File: src/rtl/tsd_pkg.sv
`timescale 1ns / 1ps
`default_nettype none
// ----------------------------------------------------------------------------
// tsd_pkg
// Shared types, codes and constants of the tcp segment deframer.
// ----------------------------------------------------------------------------
package tsd_pkg;

  // packet byte counter width
  localparam int unsigned TSD_TOTAL_COUNT_WIDTH = 32;

  // header layout
  localparam int unsigned HDR_BYTES    = 12;
  localparam logic [3:0]  HDR_LAST_IDX = 4'(HDR_BYTES - 1);
  localparam logic [3:0]  HDR_LEN_IDX  = 4'd4;
  localparam logic [7:0]  TC_TAIL_BYTE = 8'h02;
  localparam logic [63:0] TC_LENGTH    = 64'd2;

  // segment types
  localparam logic [7:0] SEG_FINAL     = 8'h00;
  localparam logic [7:0] SEG_ABORT     = 8'h01;
  localparam logic [7:0] SEG_CONTINUED = 8'h02;
  localparam logic [7:0] SEG_TIMECODE  = 8'h31;

  // register indexes
  localparam logic [7:0] REG_BUFFER_CAPACITY  = 8'd0;
  localparam logic [7:0] REG_ENFORCE_CAPACITY = 8'd1;

  // register reset values
  localparam logic [31:0] CAPACITY_RESET = 32'd4096;
  localparam logic        ENFORCE_RESET  = 1'b1;

  typedef enum logic [1:0] {
    EVT_PAYLOAD  = 2'd0,
    EVT_TIMECODE = 2'd1,
    EVT_ERROR    = 2'd2
  } event_e;

  typedef enum logic {
    ERR_BAD_MESSAGE = 1'b0,
    ERR_NO_BUFFER   = 1'b1
  } err_e;

  typedef struct packed {
    logic [31:0] capacity;
    logic        enforce;
  } cfg_t;

  typedef struct packed {
    event_e      evt;
    logic [7:0]  data;
    logic        last;
    logic [31:0] length;
    err_e        err;
  } res_t;

endpackage : tsd_pkg
`default_nettype wire

File: src/rtl/tsd_in_stage.sv
`timescale 1ns / 1ps
`default_nettype none
// ----------------------------------------------------------------------------
// tsd_in_stage
// Input register: holds one received byte until the parser consumes it.
// ----------------------------------------------------------------------------
module tsd_in_stage (
  input  wire logic       clk_i,
  input  wire logic       rst_ni,
  input  wire logic       valid_i,
  output logic            ready_o,
  input  wire logic [7:0] byte_i,
  input  wire logic       advance_i,
  output logic            valid_o,
  output logic [7:0]      byte_o
);

  logic       valid_q;
  logic [7:0] byte_q;

  // free when empty or when the held byte moves on this cycle
  assign ready_o = !valid_q || advance_i;

  // valid flag
  always_ff @(posedge clk_i or negedge rst_ni) begin
    if (!rst_ni) begin
      valid_q <= 1'b0;
    end else if (ready_o) begin
      valid_q <= valid_i;
    end
  end

  // payload, no reset
  always_ff @(posedge clk_i) begin
    if (ready_o && valid_i) begin
      byte_q <= byte_i;
    end
  end

  assign valid_o = valid_q;
  assign byte_o  = byte_q;

endmodule : tsd_in_stage
`default_nettype wire

File: src/rtl/tsd_parser.sv
`timescale 1ns / 1ps
`default_nettype none
// ----------------------------------------------------------------------------
// tsd_parser
// Header parsing, length checks and payload tracking, one byte per cycle when advanced.
// ----------------------------------------------------------------------------
module tsd_parser
  import tsd_pkg::*;
#(
  parameter int unsigned TOTAL_COUNT_WIDTH = TSD_TOTAL_COUNT_WIDTH
) (
  input  wire logic       clk_i,
  input  wire logic       rst_ni,
  input  wire logic       advance_i,
  input  wire logic [7:0] byte_i,
  input  wire cfg_t       cfg_i,
  output logic            res_valid_o,
  output res_t            res_o
);

  typedef enum logic [1:0] {
    PH_HEADER   = 2'd0,
    PH_PAYLOAD  = 2'd1,
    PH_SKIP     = 2'd2,
    PH_TIMECODE = 2'd3
  } phase_e;

  localparam logic [TOTAL_COUNT_WIDTH-1:0] TOTAL_MAX = '1;

  phase_e                       phase_q, phase_d;
  logic [3:0]                   hdr_idx_q, hdr_idx_d;
  logic [7:0]                   seg_type_q, seg_type_d;
  logic                         hdr_fault_q, hdr_fault_d;
  logic                         tc_fault_q, tc_fault_d;
  logic [63:0]                  len_q, len_d;
  logic [63:0]                  remain_q, remain_d;
  logic [TOTAL_COUNT_WIDTH-1:0] total_q, total_d;
  logic [7:0]                   tc_value_q, tc_value_d;

  // header values including the current byte
  logic [7:0]                   seg_n;
  logic                         hdr_fault_n;
  logic                         tc_fault_n;
  logic [63:0]                  len_base;
  logic [63:0]                  len_n;
  logic [63:0]                  total_wide;
  logic [63:0]                  cap_wide;
  logic [63:0]                  room;
  logic [TOTAL_COUNT_WIDTH-1:0] total_inc;
  logic [63:0]                  total_inc_wide;
  logic                         fail;
  err_e                         fail_code;

  // header byte folding
  always_comb begin
    seg_n       = (hdr_idx_q == '0) ? byte_i : seg_type_q;
    hdr_fault_n = hdr_fault_q;
    tc_fault_n  = tc_fault_q;
    len_base    = len_q;
    if (hdr_idx_q == '0) begin
      hdr_fault_n = !(byte_i == SEG_FINAL || byte_i == SEG_ABORT ||
                      byte_i == SEG_CONTINUED || byte_i == SEG_TIMECODE);
      tc_fault_n  = 1'b0;
      len_base    = '0;
    end else if (hdr_idx_q == 4'd1) begin
      hdr_fault_n = hdr_fault_q || (byte_i != 8'h00);
    end else if (hdr_idx_q == HDR_LAST_IDX) begin
      tc_fault_n  = tc_fault_q || (byte_i != TC_TAIL_BYTE);
    end else begin
      tc_fault_n  = tc_fault_q || (byte_i != 8'h00);
    end
    len_n = (hdr_idx_q >= HDR_LEN_IDX) ? {len_base[55:0], byte_i} : len_base;
  end

  // remaining capacity and saturating byte count
  assign total_wide     = 64'(total_q);
  assign cap_wide       = 64'(cfg_i.capacity);
  assign room           = (total_wide <= cap_wide) ? (cap_wide - total_wide) : '0;
  assign total_inc      = (total_q != TOTAL_MAX) ? (total_q + TOTAL_COUNT_WIDTH'(1)) : total_q;
  assign total_inc_wide = 64'(total_inc);

  // next state and result
  always_comb begin
    phase_d     = phase_q;
    hdr_idx_d   = hdr_idx_q;
    seg_type_d  = seg_type_q;
    hdr_fault_d = hdr_fault_q;
    tc_fault_d  = tc_fault_q;
    len_d       = len_q;
    remain_d    = remain_q;
    total_d     = total_q;
    tc_value_d  = tc_value_q;
    fail        = 1'b0;
    fail_code   = ERR_BAD_MESSAGE;
    res_valid_o = 1'b0;
    res_o       = '{evt: EVT_PAYLOAD, data: '0, last: 1'b0, length: '0,
                    err: ERR_BAD_MESSAGE};
    case (phase_q)
      PH_HEADER: begin
        seg_type_d  = seg_n;
        hdr_fault_d = hdr_fault_n;
        tc_fault_d  = tc_fault_n;
        len_d       = len_n;
        if (hdr_idx_q != HDR_LAST_IDX) begin
          hdr_idx_d = hdr_idx_q + 4'd1;
        end else begin
          hdr_idx_d = '0;
          if (hdr_fault_n || len_n == '0) begin
            fail = 1'b1;
          end else if (cfg_i.enforce && len_n > room) begin
            fail      = 1'b1;
            fail_code = ERR_NO_BUFFER;
          end else begin
            remain_d = len_n;
            if (seg_n == SEG_TIMECODE) begin
              if (tc_fault_n) begin
                fail = 1'b1;
              end else begin
                phase_d = PH_TIMECODE;
              end
            end else if (seg_n == SEG_ABORT) begin
              phase_d = PH_SKIP;
            end else begin
              phase_d = PH_PAYLOAD;
            end
          end
        end
      end
      PH_PAYLOAD: begin
        remain_d    = remain_q - 64'd1;
        total_d     = total_inc;
        res_valid_o = 1'b1;
        res_o.data  = byte_i;
        res_o.length = total_inc_wide[31:0];
        if (remain_q == 64'd1) begin
          phase_d = PH_HEADER;
          if (seg_type_q == SEG_FINAL) begin
            res_o.last = 1'b1;
            total_d    = '0;
          end
        end
      end
      PH_SKIP: begin
        remain_d = remain_q - 64'd1;
        if (remain_q == 64'd1) begin
          fail = 1'b1;
        end
      end
      PH_TIMECODE: begin
        if (remain_q == TC_LENGTH) begin
          tc_value_d = byte_i;
          remain_d   = 64'd1;
        end else begin
          remain_d = '0;
          phase_d  = PH_HEADER;
          if (byte_i != 8'h00) begin
            fail = 1'b1;
          end else begin
            res_valid_o = 1'b1;
            res_o.evt   = EVT_TIMECODE;
            res_o.data  = tc_value_q;
          end
        end
      end
      default: begin
        phase_d = PH_HEADER;
      end
    endcase
    // any error drops the packet and resyncs on a header
    if (fail) begin
      total_d     = '0;
      phase_d     = PH_HEADER;
      hdr_idx_d   = '0;
      res_valid_o = 1'b1;
      res_o       = '{evt: EVT_ERROR, data: '0, last: 1'b0, length: '0, err: fail_code};
    end
  end

  // parser state
  always_ff @(posedge clk_i or negedge rst_ni) begin
    if (!rst_ni) begin
      phase_q     <= PH_HEADER;
      hdr_idx_q   <= '0;
      seg_type_q  <= '0;
      hdr_fault_q <= 1'b0;
      tc_fault_q  <= 1'b0;
      len_q       <= '0;
      remain_q    <= '0;
      total_q     <= '0;
      tc_value_q  <= '0;
    end else if (advance_i) begin
      phase_q     <= phase_d;
      hdr_idx_q   <= hdr_idx_d;
      seg_type_q  <= seg_type_d;
      hdr_fault_q <= hdr_fault_d;
      tc_fault_q  <= tc_fault_d;
      len_q       <= len_d;
      remain_q    <= remain_d;
      total_q     <= total_d;
      tc_value_q  <= tc_value_d;
    end
  end

`ifndef ASSERT_OFF
  // header position only moves while parsing a header
  a_idx_idle: assert property (@(posedge clk_i) disable iff (!rst_ni)
    (phase_q != PH_HEADER) |-> (hdr_idx_q == '0))
    else $error("header index nonzero outside header phase");

  // a payload or skip phase always has bytes left to consume
  a_remain_live: assert property (@(posedge clk_i) disable iff (!rst_ni)
    (phase_q == PH_PAYLOAD || phase_q == PH_SKIP) |-> (remain_q != '0))
    else $error("payload phase with no bytes remaining");

  // end of packet clears the count and resyncs on a header
  a_last_end: assert property (@(posedge clk_i) disable iff (!rst_ni)
    (advance_i && res_valid_o && res_o.last) |=>
      (phase_q == PH_HEADER && total_q == '0))
    else $error("packet end did not clear count or phase");
`endif

endmodule : tsd_parser
`default_nettype wire

File: src/rtl/tsd_out_stage.sv
`timescale 1ns / 1ps
`default_nettype none
// ----------------------------------------------------------------------------
// tsd_out_stage
// Result register: holds one result until the downstream side takes it.
// ----------------------------------------------------------------------------
module tsd_out_stage
  import tsd_pkg::*;
(
  input  wire logic clk_i,
  input  wire logic rst_ni,
  input  wire logic load_i,
  input  wire res_t res_i,
  input  wire logic ready_i,
  output logic      valid_o,
  output res_t      res_o
);

  logic valid_q;
  res_t res_q;

  // valid flag: set on load, cleared once taken
  always_ff @(posedge clk_i or negedge rst_ni) begin
    if (!rst_ni) begin
      valid_q <= 1'b0;
    end else if (load_i) begin
      valid_q <= 1'b1;
    end else if (ready_i) begin
      valid_q <= 1'b0;
    end
  end

  // result payload, no reset
  always_ff @(posedge clk_i) begin
    if (load_i) begin
      res_q <= res_i;
    end
  end

  assign valid_o = valid_q;
  assign res_o   = res_q;

endmodule : tsd_out_stage
`default_nettype wire

File: src/rtl/tcp_segment_deframer.sv
`timescale 1ns / 1ps
`default_nettype none
// ----------------------------------------------------------------------------
// tcp_segment_deframer
// Length-prefixed segment deframer: parses 12-byte headers, forwards payload
// bytes, reports time codes and framing or capacity errors.
// ----------------------------------------------------------------------------
//  channel   direction  handshake                    contents
//  s_axis    in         s_axis_tvalid/s_axis_tready  one stream byte
//  m_axis    out        m_axis_tvalid/m_axis_tready  byte, length, fault code, event
//  cfg       in         cfg_valid_i/cfg_ready_o      register index and value
//
//  One byte per cycle sustained while m_axis does not stall; each byte is held in
//  the input register and its result, if any, appears from the result register
//  the cycle after it leaves. Header bytes and skipped payload give only errors.
//  Reset clears the parser to the header phase and loads register defaults.
//  A result held by a stalled m_axis stops the parser; the input register
//  then takes a byte only while it is empty. cfg is always ready.
// ----------------------------------------------------------------------------
module tcp_segment_deframer
  import tsd_pkg::*;
#(
  parameter int unsigned TOTAL_COUNT_WIDTH = TSD_TOTAL_COUNT_WIDTH
) (
  input  wire logic        clk_i,
  input  wire logic        rst_ni,
  // input stream
  input  wire logic        s_axis_tvalid,
  output logic             s_axis_tready,
  input  wire logic [7:0]  s_axis_tdata,   // [7:0] in_byte
  // output stream
  output logic             m_axis_tvalid,
  input  wire logic        m_axis_tready,
  output logic [47:0]      m_axis_tdata,   // [7:0] out_byte, [39:8] packet_length,
                                           // [40] fault_code, [47:41] zero
  output logic             m_axis_tlast,
  output logic [1:0]       m_axis_tuser,   // [1:0] event_res
  // configuration writes
  input  wire logic        cfg_valid_i,
  output logic             cfg_ready_o,
  input  wire logic [7:0]  cfg_index_i,
  input  wire logic [31:0] cfg_data_i
);

  cfg_t       cfg_q;
  logic       in_valid;
  logic [7:0] in_byte;
  logic       advance;
  logic       res_valid;
  res_t       res;
  res_t       out_res;

  // configuration registers
  assign cfg_ready_o = 1'b1;

  always_ff @(posedge clk_i or negedge rst_ni) begin
    if (!rst_ni) begin
      cfg_q.capacity <= CAPACITY_RESET;
      cfg_q.enforce  <= ENFORCE_RESET;
    end else if (cfg_valid_i && cfg_ready_o) begin
      if (cfg_index_i == REG_BUFFER_CAPACITY) begin
        cfg_q.capacity <= cfg_data_i;
      end else if (cfg_index_i == REG_ENFORCE_CAPACITY) begin
        cfg_q.enforce <= cfg_data_i[0];
      end
    end
  end

  // the held byte moves when the result register can take its result
  assign advance = in_valid && (!m_axis_tvalid || m_axis_tready);

  tsd_in_stage u_in_stage (
    .clk_i    (clk_i),
    .rst_ni   (rst_ni),
    .valid_i  (s_axis_tvalid),
    .ready_o  (s_axis_tready),
    .byte_i   (s_axis_tdata),
    .advance_i(advance),
    .valid_o  (in_valid),
    .byte_o   (in_byte)
  );

  tsd_parser #(
    .TOTAL_COUNT_WIDTH(TOTAL_COUNT_WIDTH)
  ) u_parser (
    .clk_i      (clk_i),
    .rst_ni     (rst_ni),
    .advance_i  (advance),
    .byte_i     (in_byte),
    .cfg_i      (cfg_q),
    .res_valid_o(res_valid),
    .res_o      (res)
  );

  tsd_out_stage u_out_stage (
    .clk_i  (clk_i),
    .rst_ni (rst_ni),
    .load_i (advance && res_valid),
    .res_i  (res),
    .ready_i(m_axis_tready),
    .valid_o(m_axis_tvalid),
    .res_o  (out_res)
  );

  // output packing
  assign m_axis_tdata = {7'b0, out_res.err, out_res.length, out_res.data};
  assign m_axis_tlast = out_res.last;
  assign m_axis_tuser = out_res.evt;

endmodule : tcp_segment_deframer
`default_nettype wire

File: config.mk
export PLATFORM = sky130hd
export DESIGN_NAME = tcp_segment_deframer
export DESIGN_NICKNAME = d
export VERILOG_FILES = /design/src/rtl/tsd_pkg.sv /design/src/rtl/tsd_in_stage.sv /design/src/rtl/tsd_parser.sv /design/src/rtl/tsd_out_stage.sv /design/src/rtl/tcp_segment_deframer.sv
export SDC_FILE = /design/constraint.sdc
export NUM_CORES = 1
export LEC_CHECK = 0
export BUFFER_PORTS_ARGS = -buffer_cell sky130_fd_sc_hd__clkbuf_2
export CAP_MARGIN = 15
export CORE_MARGIN = 3
export CORE_UTILIZATION = 35
export CTS_BUF_LIST = sky130_fd_sc_hd__clkbuf_8
export DETAILED_ROUTE_END_ITERATION = 8
export GPL_ROUTABILITY_DRIVEN = 0
export MAX_ROUTING_LAYER = met4
export PLACE_DENSITY = 0.6
export SLEW_MARGIN = 20
export SYNTH_ARGS = -nofsm -noshare
export SYNTH_HDL_FRONTEND = slang
export SYNTH_HIERARCHICAL = 1
export SYNTH_SLANG_ARGS = --single-unit
File: constraint.sdc
create_clock -name clk_i -period 12.3 [get_ports clk_i]
set_input_delay 1.23 -clock clk_i [delete_from_list [all_inputs] [get_ports clk_i]]
set_output_delay 1.23 -clock clk_i [all_outputs]
set_load 0.02 [all_outputs]
After elaboration in Yosys (flattened, before gate mapping)
Cells that the tools add are included.
{"block": "totals", "reg_bits": 271, "out_inout_bits": 54, "elab_cells": 151, "in_bits": 53}
{"block": "op_classes", "bitwise_logic": 6, "eq_ne": 25, "n_reduce_logical": 40, "n_addsub": 4, "muxes": 53, "n_lt_le_gt_ge": 3}
{"op": "2-to-1 mux 64 bit", "n": 6}
{"op": "case mux 64 bit (3 select lines)", "n": 1}
{"op": "2-to-1 mux 32 bit", "n": 5}
{"op": "== test 64 x 1 -> 1 bit, second input constant", "n": 1}
{"op": "== test 64 x 2 -> 1 bit, second input constant", "n": 1}
{"op": "greater-than comparator 64 bit", "n": 1}
{"op": "zero test 64 bit", "n": 1}
{"op": "subtractor 64 x 1 -> 64 bit, second input constant", "n": 1}
{"op": "subtractor 32 x 32 -> 33 bit", "n": 1}
{"op": "adder 32 x 1 -> 32 bit, second input constant", "n": 1}
{"op": "less-or-equal comparator 32 bit", "n": 1}
{"op": "!= test 32 bit, second input constant", "n": 1}
{"op": "== test 8 x 1 -> 1 bit, second input constant", "n": 3}
{"op": "zero test 8 bit", "n": 3}
{"op": "2-to-1 mux 1 bit", "n": 21}
{"op": "2-to-1 mux 2 bit", "n": 10}
{"op": "== test 8 x 6 -> 1 bit, second input constant", "n": 2}
{"op": "case mux 8 bit (2 select lines)", "n": 1}
{"op": "2-to-1 mux 4 bit", "n": 3}
{"op": "!= test 3 x 2 -> 1 bit, second input constant", "n": 4}
{"op": "2-to-1 mux 10 bit", "n": 1}
{"op": "logical OR 1 bit", "n": 9}
{"op": "2-to-1 mux 9 bit", "n": 1}
{"op": "== test 8 x 2 -> 1 bit, second input constant", "n": 1}
{"op": "29 further kinds", "n": 51}

Depth between registers and ports, before layout
Gate-level depths: netlist of run 1.
{"block": "depth", "depth_word": 14, "depth_mapped": 26}

By module
Netlist of run 1, hierarchy kept.
{"module": "tsd_parser", "cells_each": 1842, "seq_area_each_um2": 4604.4, "area_each_um2": 15353.5, "instances": 1}
{"module": "tcp_segment_deframer", "cells_each": 87, "seq_area_each_um2": 828.3, "area_each_um2": 1365.1, "instances": 1}
{"module": "tsd_out_stage", "cells_each": 47, "seq_area_each_um2": 1346.3, "area_each_um2": 1357.6, "instances": 1}
{"module": "tsd_in_stage", "cells_each": 12, "seq_area_each_um2": 265.3, "area_each_um2": 294.0, "instances": 1}

Worst setup path before layout of run 1
No wires, ideal clock.
{"block": "synth_timing", "path_type": "reg2reg", "startpoint": "reg u_parser.total_q[14]", "endpoint": "reg u_out_stage.res_q (netlist bit u_out_stage/res_o[0]) (enable)", "path_stages_with_launch": 24, "path_slack_ns": 5.086, "required_ns": 11.893, "t_arrival_ns": 6.807, "setup_ns": 0.407, "cell_sequence": "dfrtp_1 -> inv_1 -> ha_1 -> clkbuf_1 -> nand4_1 -> nor2_1 -> nand3_1 -> o211a_1 -> a21oi_1 -> nor3_1 -> nor2_1 -> a41o_1 -> clkbuf_1 -> o2111ai_1 -> ha_1 -> nand4_1 -> nor4_1 -> nand4_1 -> a31oi_1 -> a211o_1 -> nor2b_1 -> o21ai_4 -> o21ai_0 -> and2_1"}
{"block": "synth_between", "elab_chain_len": 10}
{"item": "start, declared", "line": "tsd_parser.sv:37", "rtl": "logic [TOTAL_COUNT_WIDTH-1:0] total_q, total_d;"}
{"item": "start signal, assigned", "line": "tsd_parser.sv:199", "rtl": "total_q <= total_d;"}
{"item": "subtractor 32 x 32 -> 33 bit or less-or-equal comparator 32 bit (tied branches)", "line": "tsd_parser.sv:78", "rtl": "assign room = (total_wide <= cap_wide) ? (cap_wide - total_wide) : '0;"}
{"item": "2-to-1 mux 64 bit *", "line": "tsd_parser.sv:78"}
{"item": "greater-than comparator 64 bit *", "line": "tsd_parser.sv:110", "rtl": "end else if (cfg_i.enforce && len_n > room) begin"}
{"item": "logical AND 1 bit *", "line": "tsd_parser.sv:110"}
{"item": "2-to-1 mux 1 bit *", "line": "tsd_parser.sv:110"}
{"item": "2-to-1 mux 1 bit *", "line": "tsd_parser.sv:108", "rtl": "if (hdr_fault_n || len_n == '0) begin"}
{"item": "2-to-1 mux 1 bit *", "line": "tsd_parser.sv:104", "rtl": "if (hdr_idx_q != HDR_LAST_IDX) begin"}
{"item": "case mux 1 bit (3 select lines) *", "line": "tsd_parser.sv:98", "rtl": "case (phase_q)"}
{"item": "2-to-1 mux 1 bit *", "line": "tsd_parser.sv:170", "rtl": "if (fail) begin"}
{"item": "via res_valid", "line": "tcp_segment_deframer.sv:49", "rtl": "logic res_valid;"}
{"item": "logical AND 1 bit *", "line": "tcp_segment_deframer.sv:98", "rtl": ".load_i (advance && res_valid),"}
{"item": "end signal, assigned", "line": "tsd_out_stage.sv:36", "rtl": "res_q <= res_i;"}
{"item": "end, declared", "line": "tsd_out_stage.sv:20", "rtl": "res_t res_q;"}
Mark *: on every way through the listed nets, which the timed path passes. The rest lies on a longest branch.
A chain may end at the register's enable or synchronous reset.

Worst setup path in the final report of run 1
{"block": "layout_timing", "startpoint": "reg u_parser.total_q[2]", "endpoint": "reg u_parser.remain_q[20]"}
{"block": "layout_between", "elab_chain_len": 6}
{"item": "subtractor 32 x 32 -> 33 bit or less-or-equal comparator 32 bit (tied branches)", "line": "tsd_parser.sv:78"}
{"item": "2-to-1 mux 64 bit *", "line": "tsd_parser.sv:78"}
{"item": "greater-than comparator 64 bit *", "line": "tsd_parser.sv:110"}
{"item": "logical AND 1 bit *", "line": "tsd_parser.sv:110"}
{"item": "!= test 2 bit (no source line) *"}
{"item": "AND reduction 4 bit (no source line) *"}
{"item": "end signal, assigned", "line": "tsd_parser.sv:198", "rtl": "remain_q <= remain_d;"}
{"item": "end, declared", "line": "tsd_parser.sv:36", "rtl": "logic [63:0] remain_q, remain_d;"}
Every way passes the cells marked *; elsewhere a longest branch is shown, timed or not.

==> results of run 1 <==
## registers in the layout (all words and copies together), names as in the netlist, 2 cells and up
signal / cells
u_parser/phase_q: 2
u_parser/tc_value_q: 8
u_parser/hdr_idx_q: 4
u_in_stage/byte_o: 8
cfg_q: 33
u_parser/seg_type_q: 8
u_parser/remain_q: 64
u_out_stage/res_o: 44
u_parser/total_q: 32
u_parser/len_q: 64
## area by class of cell
| class | count | share of cell area |
|---|---|---|
| Multi-Input combinational cell | 1527 | 0.518 |
| Inverter | 81 | 0.0149 |
| Clock inverter | 34 | 0.00769 |
| Clock buffer | 57 | 0.0386 |
| Timing Repair Buffer | 120 | 0.0327 |
| Tap cell | 680 | 0.0418 |
| Sequential cell | 271 | 0.346 |
## stage by stage
stage               utilization  cell area, um2
floorplan                     -           18400
global placement          0.376           19400
finish                    0.394           20300
CTS                       0.394           20300
detailed placement        0.376           19400
global route              0.394           20300
## worst paths after layout
check                                        from                      to  cells past startpoint
setup / recovery              u_parser/total_q[2]   u_parser/remain_q[20]                     24
hold / removal             u_parser/seg_type_q[7]  u_parser/seg_type_q[7]                      1
setup reg to reg              u_parser/total_q[2]   u_parser/remain_q[20]                     24
hold reg to reg            u_parser/seg_type_q[7]  u_parser/seg_type_q[7]                      1
max in group asynchronous                  rst_ni       u_parser/len_q[5]                      2
min in group asynchronous                  rst_ni   u_parser/remain_q[52]                      1
## placed cells by master, fill, tap and decap left out, types with 15 or more instances in the layout
cell	n
buf_4	22
clkbuf_8	57
a21o_1	23
inv_1	107
or3_1	25
edfxtp_1	52
o211ai_1	15
nand2b_1	34
nand2_1	149
a22oi_1	17
clkbuf_2	97
nor2b_1	17
nand4_1	35
nor3_1	54
ha_1	105
nor2_1	143
o21a_1	24
or2_2	17
mux2_2	96
and2_1	35
o21ai_0	161
dfrtp_1	215
a31oi_1	19
a21oi_1	153
nand3_1	49
nor4_1	28
xnor2_1	49
nor4b_1	26
## critical path, cell delays in order, from the launching register on
cell and delay (ns):
dfrtp_1 0.46, inv_1 0.09, ha_1 0.41, o21a_1 0.18, o31a_1 0.17, o21ai_0 0.18
o211a_1 0.29, a21oi_1 0.24, nor3_1 0.12, nor2_1 0.18, a41o_1 0.84, o2111ai_2 0.23
buf_4 0.31, ha_1 0.38, nand4_1 0.19, nor4_1 0.64, nand4_1 0.21, a31oi_1 0.25
a211o_1 0.15, o311ai_1 0.10, buf_4 0.23, nand2_2 0.19, buf_4 0.69, nor2_1 0.27
a221o_1 0.40
## metal layers
layer,track usage,vias up,part of all wire
met5,-,-,0
met4,0.0673,0,0.031
met3,0.0332,121,0.063
met2,0.309,536,0.46
met1,0.272,7743,0.45
li1,-,7470,-
## report_power, final
| part | internal (W) | switching [W] | leakage, nW |
|---|---|---|---|
| sequential | 0.000994 | 0.0000599 | 3.45 |
| clock | 0.000425 | 0.000403 | 0.584 |
| combinational | 0.000444 | 0.000745 | 4.76 |
## kinds of logic after synthesis
kind of cell,Yosys count
other,2
multiplexers,100
buffers and inverters,196
flip-flops,271
XOR/XNOR,56
adder cells (fa/ha/maj),108
AND/OR/NAND/NOR,695
AO/OA/AOI/OAI,560
==> results by group, run 1 <==
STA
  – Period utilization: 0.617
  – Endpoints failing hold: 0
  – Worst Tran Pin Value: ~0.96 ns
  – Final critical-path setup slack: 4.71 ns
  – Final setup fails: 0
  – Hold WS: 0.498 ns
  – Total negative slack: 0 ns
  – Slew HR: 0.362
  – Fmax: 132 MHz
  – Fin Clk Skew: about 0.055 ns
  – Slew Limit Fails: 0
  – Final worst path period need: about 7.6 ns
  – RSZ-0062 raised after global routing: no

Clock network
  – TritonCTS Buffers: 49
  – Clock input transition at the sequential cells of the worst setup and hold paths: roughly 0.060 ns
  – Post-CTS setup buffers: 0
  – CTS tree: yes
  – Cts repair resizes: 0
  – Root buffer cell: clkbuf_8
  – Cts hold-fix bufs: 0
  – H-tree levels: 2
  – Clk_lat worst skew: between 0.6 and 0.7 ns
  – Clock sinks: ~270
  – Clk buf depth: 3

Logic synthesis
  – Most common cell in the netlist: dfrtp_1
  – Post-synth top cells: 217 x dfrtp_1, 161 x o21ai_0, 153 x a21oi_1
  – Post-synthesis simple-gate area fraction: 0.204
  – Post-synth EDFFs: 52
  – Mux cell area share after synthesis: 0.0612
  – Xor and xnor area share after synthesis: 0.0267
  – Asr flop ratio synth: 0.808
  – Area of the mapped netlist: 18400 um2
  – Adder-cell share of the synthesized area: 0.0740
  – Syn. warnings: 6
  – Synth Area in Compound Gates: 0.205
  – Top_reg_cell synth: dfrtp_1
  – Synth unique cells: between 90 and 100
  – Yosys top cell area share: 0.296
  – Cells after Synth: 1988
  – Synth Area per Inst: 9.24 um2
  – Register area share after synthesis: 0.383
  – Flop and latch count out of synthesis: 271
  – Largest area contributor in the netlist: dfrtp_1
  – Largest family of logic cells by synthesized area: compound AO/OA/AOI/OAI gates
  – Synth area leaders: dfrtp_1 30%, edfxtp_1 8.5%, ha_1 7.3%

Route
  – Final wirelength: ~56000 um
  – Antenna-violating nets left: 0
  – DRT Pass-1 Iters: 6
  – Vias/cell: approximately 5.7
  – Vias: around 16k
  – Drt wl/cell: about 20 um
  – Drt first-iter violations: between 1k and 1.5k
  – DRC errors left: 0

Global routing
  – Largest net degree at the start of global routing: 98
  – Total track usage: 0.201
  – Antenna violations before repair: 0
  – First-pass GRT wire length: 87700 um
  – Global route overflow: 0
  – Vias in the first global route: approximately 15k

Final layout
  – Register area: 7050 um2
  – Antenna diodes: 0
  – Fillcell total: roughly 5.1k
  – Share of cells above drive strength 1: 0.177
  – Multi-input logic area: approximately 11000 um2
  – Area grow syn2layout: 10.8%
  – # nets final: approximately 2.2k
  – Final std cells w/o fill: 2770

Job
  – Max-cap violations: 0

Die
  – Die height: around 240 um
  – Rows: a little over 80
  – DIE AREA: roughly 55000 um2
  – Placeable Area: approximately 52000 um2
  – Ports: 107
  – Die Width: approximately 240 um
  – Initial Util: 0.356

Critical path
  – CP max FO: 97
  – CP Launch Type: flop
  – Worst R2R Setup Slack: about 4.7 ns
  – Worst EP required: around 13 ns
  – Data arrival, critical path: 8.09 ns
  – WS Path Type: reg2reg
  – Worst Setup End Kind: flop

Placement
  – DP Cell Count: between 2k and 3k
  – Buffers on Ports: 98
  – Place WS: approximately 4.8 ns
  – Post-detail-place hpwl: ~41000 um

Power and ir drop
  – Static Leak: 8.80 nW
  – Worst ir drop on vdd: around 0.093 mV
  – PD cells: between 150 and 200 nW/um2
  – Power, Total: around 0.0031 W

Hold path
  – Worst Hold Class: reg2reg

Outcome
  – Status: finished clean
Note: power is estimated with default switching activity, not from simulation.
==> inputs of run 2 (changes only) <==
- clock period: 12.3 -> 7 ns (I/O delays scaled with it)
==> run 2 against run 1 <==
Worst setup slack got worse by 4.3 ns. Critical path type unchanged. Sequential share of layout area fell by 0.62 points. Core utilization rose by 0.72 points. Total power rose by 84%. Final cell count rose by 0.43%. Largest power group unchanged. Register-to-register slack got worse by 4.3 ns. Wire length fell by 0.35%. Maximum frequency rose by 16%. Hold slack got worse by 0.44 ns. Cell area rose by 1.8%.
==> results by group, run 2 (synthesized netlist as in run 1, its figures left out) <==
Outcome
  – Status: finished clean

Route
  – Drt wl/cell: 20.0 um (-0.78%)
  – Drt first-iter violations: 1480 (+2.2%)
  – Antenna-violating nets left: 0 (unchanged)
  – Vias: 16.1k (+1.5%)
  – Vias/cell: 5.79 (+1.0%)
  – Final wirelength: 55800 um (-0.35%)
  – Met2 wire len: 25500 um (-0.38%)
  – M1 WL: 25000 um (-0.49%)
  – Met3 Routed Length: 3780 um (+8.0%)
  – DRT Pass-1 Iters: 5 (-1)
  – DRC errors left: 0 (unchanged)
  – Top sig layer: met4

Critical path
  – CP Launch Type: flop
  – Worst EP required: 7.52 ns (-5.28 ns)
  – CP dominant cell by count: a21oi_1
  – Data arrival, critical path: 7.07 ns (-1.02 ns)
  – Crit path depth: 23 (-4.2%)
  – Delay-heaviest family, CP: compound AO/OA/AOI/OAI gates
  – CP peak stage delay: 0.47 ns (-0.37 ns)
  – CP max FO: 32 (-67%)
  – WS Path Type: reg2reg
  – Worst setup endpoint: u_parser/remain_q[20]
  – Worst R2R Setup Slack: 0.45 ns (-4.26 ns)
  – Launch point of the worst path: u_parser/total_q[0]
  – Worst R2R End: u_parser/remain_q[20]
  – Slowest-stage cell, CP: a221oi_1
  – Worst R2R Path Depth: 23 (-4.2%)
  – Cells along the critical path: ha_1 -> inv_1 -> fa_1 -> a211oi_1 -> o21ai_0 -> a31oi_1 -> o21bai_1 -> a21oi_1 -> o31ai_1 -> a21oi_1 -> o2111ai_2 -> buf_4 -> ha_1 -> a21oi_1 -> nand2_1 -> a221oi_1 -> o211ai_1 -> a211o_1 -> o311ai_2 -> and2_1 -> buf_4 -> o21ai_0 -> a221o_1
  – WP buf/inv: 3 (-1)
  – Critical R2R Launch: u_parser/total_q[0]
  – Worst Setup End Kind: flop

Global routing
  – Vias in the first global route: 15.6k (+2.4%)
  – First-pass GRT wire length: 87600 um (-0.14%)
  – Global route overflow: 0 (unchanged)
  – Largest net degree at the start of global routing: 133 (+36%)
  – Antenna violations before repair: 0 (unchanged)
  – Total track usage: 0.200 (-0.00131)

STA
  – Final setup fails: 0 (unchanged)
  – Worst Tran Pin Value: 1.04 ns (+0.0831 ns)
  – Fin Clk Skew: 0.0490 ns (-0.00591 ns)
  – Slew HR: 0.307 (-0.0554)
  – Endpoints failing hold: 0 (unchanged)
  – Slew Limit Fails: 0 (unchanged)
  – Period utilization: 0.936 (+0.319)
  – Final critical-path setup slack: 0.449 ns (-4.26 ns)
  – Final worst path period need: 6.55 ns (-1.04 ns)
  – Fmax: 153 MHz (+16%)

Die
  – Placeable Area: 51600 um2 (unchanged)
  – Ports: 107 (unchanged)
  – Die height: 235 um (unchanged)
  – Die Width: 235 um (unchanged)
  – DIE AREA: 55300 um2 (unchanged)
  – Initial Util: 0.356 (unchanged)
  – Rows: 83 (unchanged)

Clock network
  – Clock input transition at the sequential cells of the worst setup and hold paths: 0.06 ns (about the same)
  – CTS tree: yes
  – Cts hold-fix bufs: 0 (unchanged)
  – Root buffer cell: clkbuf_8
  – H-tree levels: 2 (unchanged)
  – Clock sinks: 271 (unchanged)
  – Clk buf depth: 3 (unchanged)
  – Clk_lat worst skew: 0.64 ns (about the same)
  – TritonCTS Buffers: 48 (-2.0%)
  – Post-CTS setup buffers: 0 (unchanged)

Final layout
  – Post-route core utilization: 0.401 (+0.00722)
  – Antenna diodes: 0 (unchanged)
  – # nets final: 2223 (+0.54%)
  – Area grow syn2layout: 12.8%
  – Most frequent cells in the layout: 215 x dfrtp_1, 159 x o21ai_0, 153 x a21oi_1
  – Share of cells above drive strength 1: 0.190 (+0.0133)
  – Commonest non-fill, non-tap cell in the layout: dfrtp_1

Placement
  – Place WS: 0.230 ns (-4.60 ns)
  – Buffers on Ports: 98 (unchanged)
  – Post-detail-place hpwl: 40100 um (-1.7%)

Power and ir drop
  – Worst ir drop on vdd: 0.200 mV (+110%)
  – PD cells: 273 nW/um2 (+81%)
  – Static Leak: 8.92 nW (+1.5%)

Job
  – Max-cap violations: 0 (unchanged)

Hold path
  – Worst Hold Class: in2async
-- run 2: routing by layer --
layer  up-vias  GRT usage
li1       7513          -
met1      7847      0.273
met2       629      0.307
met3       113     0.0288
met4         0     0.0671
met5         -          -
-- run 2: power by group --
part	switching, W	internal [W]	leakage, nW
logic	0.00129	0.000807	4.85
clock network	0.000729	0.000985	0.626
registers	0.000101	0.00175	3.45
total	0.00212	0.00354	8.92
-- run 2: area by class of cell --
cell class	instances	area, um2
timing repair buffer	133	826
clock inverter	28	263
inverter	81	304
tap	680	851
clock buffer	62	853
sequential	271	7050
fill	5040	30900
multi-input combinational	1527	10600
-- run 2: repair_timing --
item / in CTS / in global routing
resized for setup: 0 / 10
endpoints found under the hold margin: 0 / 0
setup endpoints to repair: 0 / 143
-- run 2: through the flow --
| step | area [um2] | instances | TNS (ns) | power (W) | hold slack, ns |
|---|---|---|---|---|---|
| 2_1_floorplan | 18400 | 1994 | 0 | 0.00339 | 0.404 |
| 3_3_place_gp | 19600 | 2692 | 0 | 0.00385 | 0.480 |
| 3_5_place_dp | 19600 | 2692 | 0 | 0.00395 | 0.483 |
| 4_1_cts | 20700 | 2782 | 0 | 0.00569 | 0.0631 |
| 5_1_grt | 20700 | 2782 | -0.00603 | 0.00604 | 0.0945 |
| 6_report | 20700 | 2782 | 0 | 0.00566 | 0.0538 |
-- run 2: worst min-delay path by stage --
stage,to,startpoint,depth (start not counted),slack (ns)
after floorplan,cfg_q[10],rst_ni,0,0.40
after global placement,u_parser/seg_type_q[7],u_parser/seg_type_q[7],1,0.48
after detailed placement,u_parser/seg_type_q[7],u_parser/seg_type_q[7],1,0.48
after CTS,u_parser/remain_q[60],rst_ni,1,0.06
after global routing,u_parser/remain_q[60],rst_ni,1,0.09
final,u_parser/remain_q[60],rst_ni,1,0.05
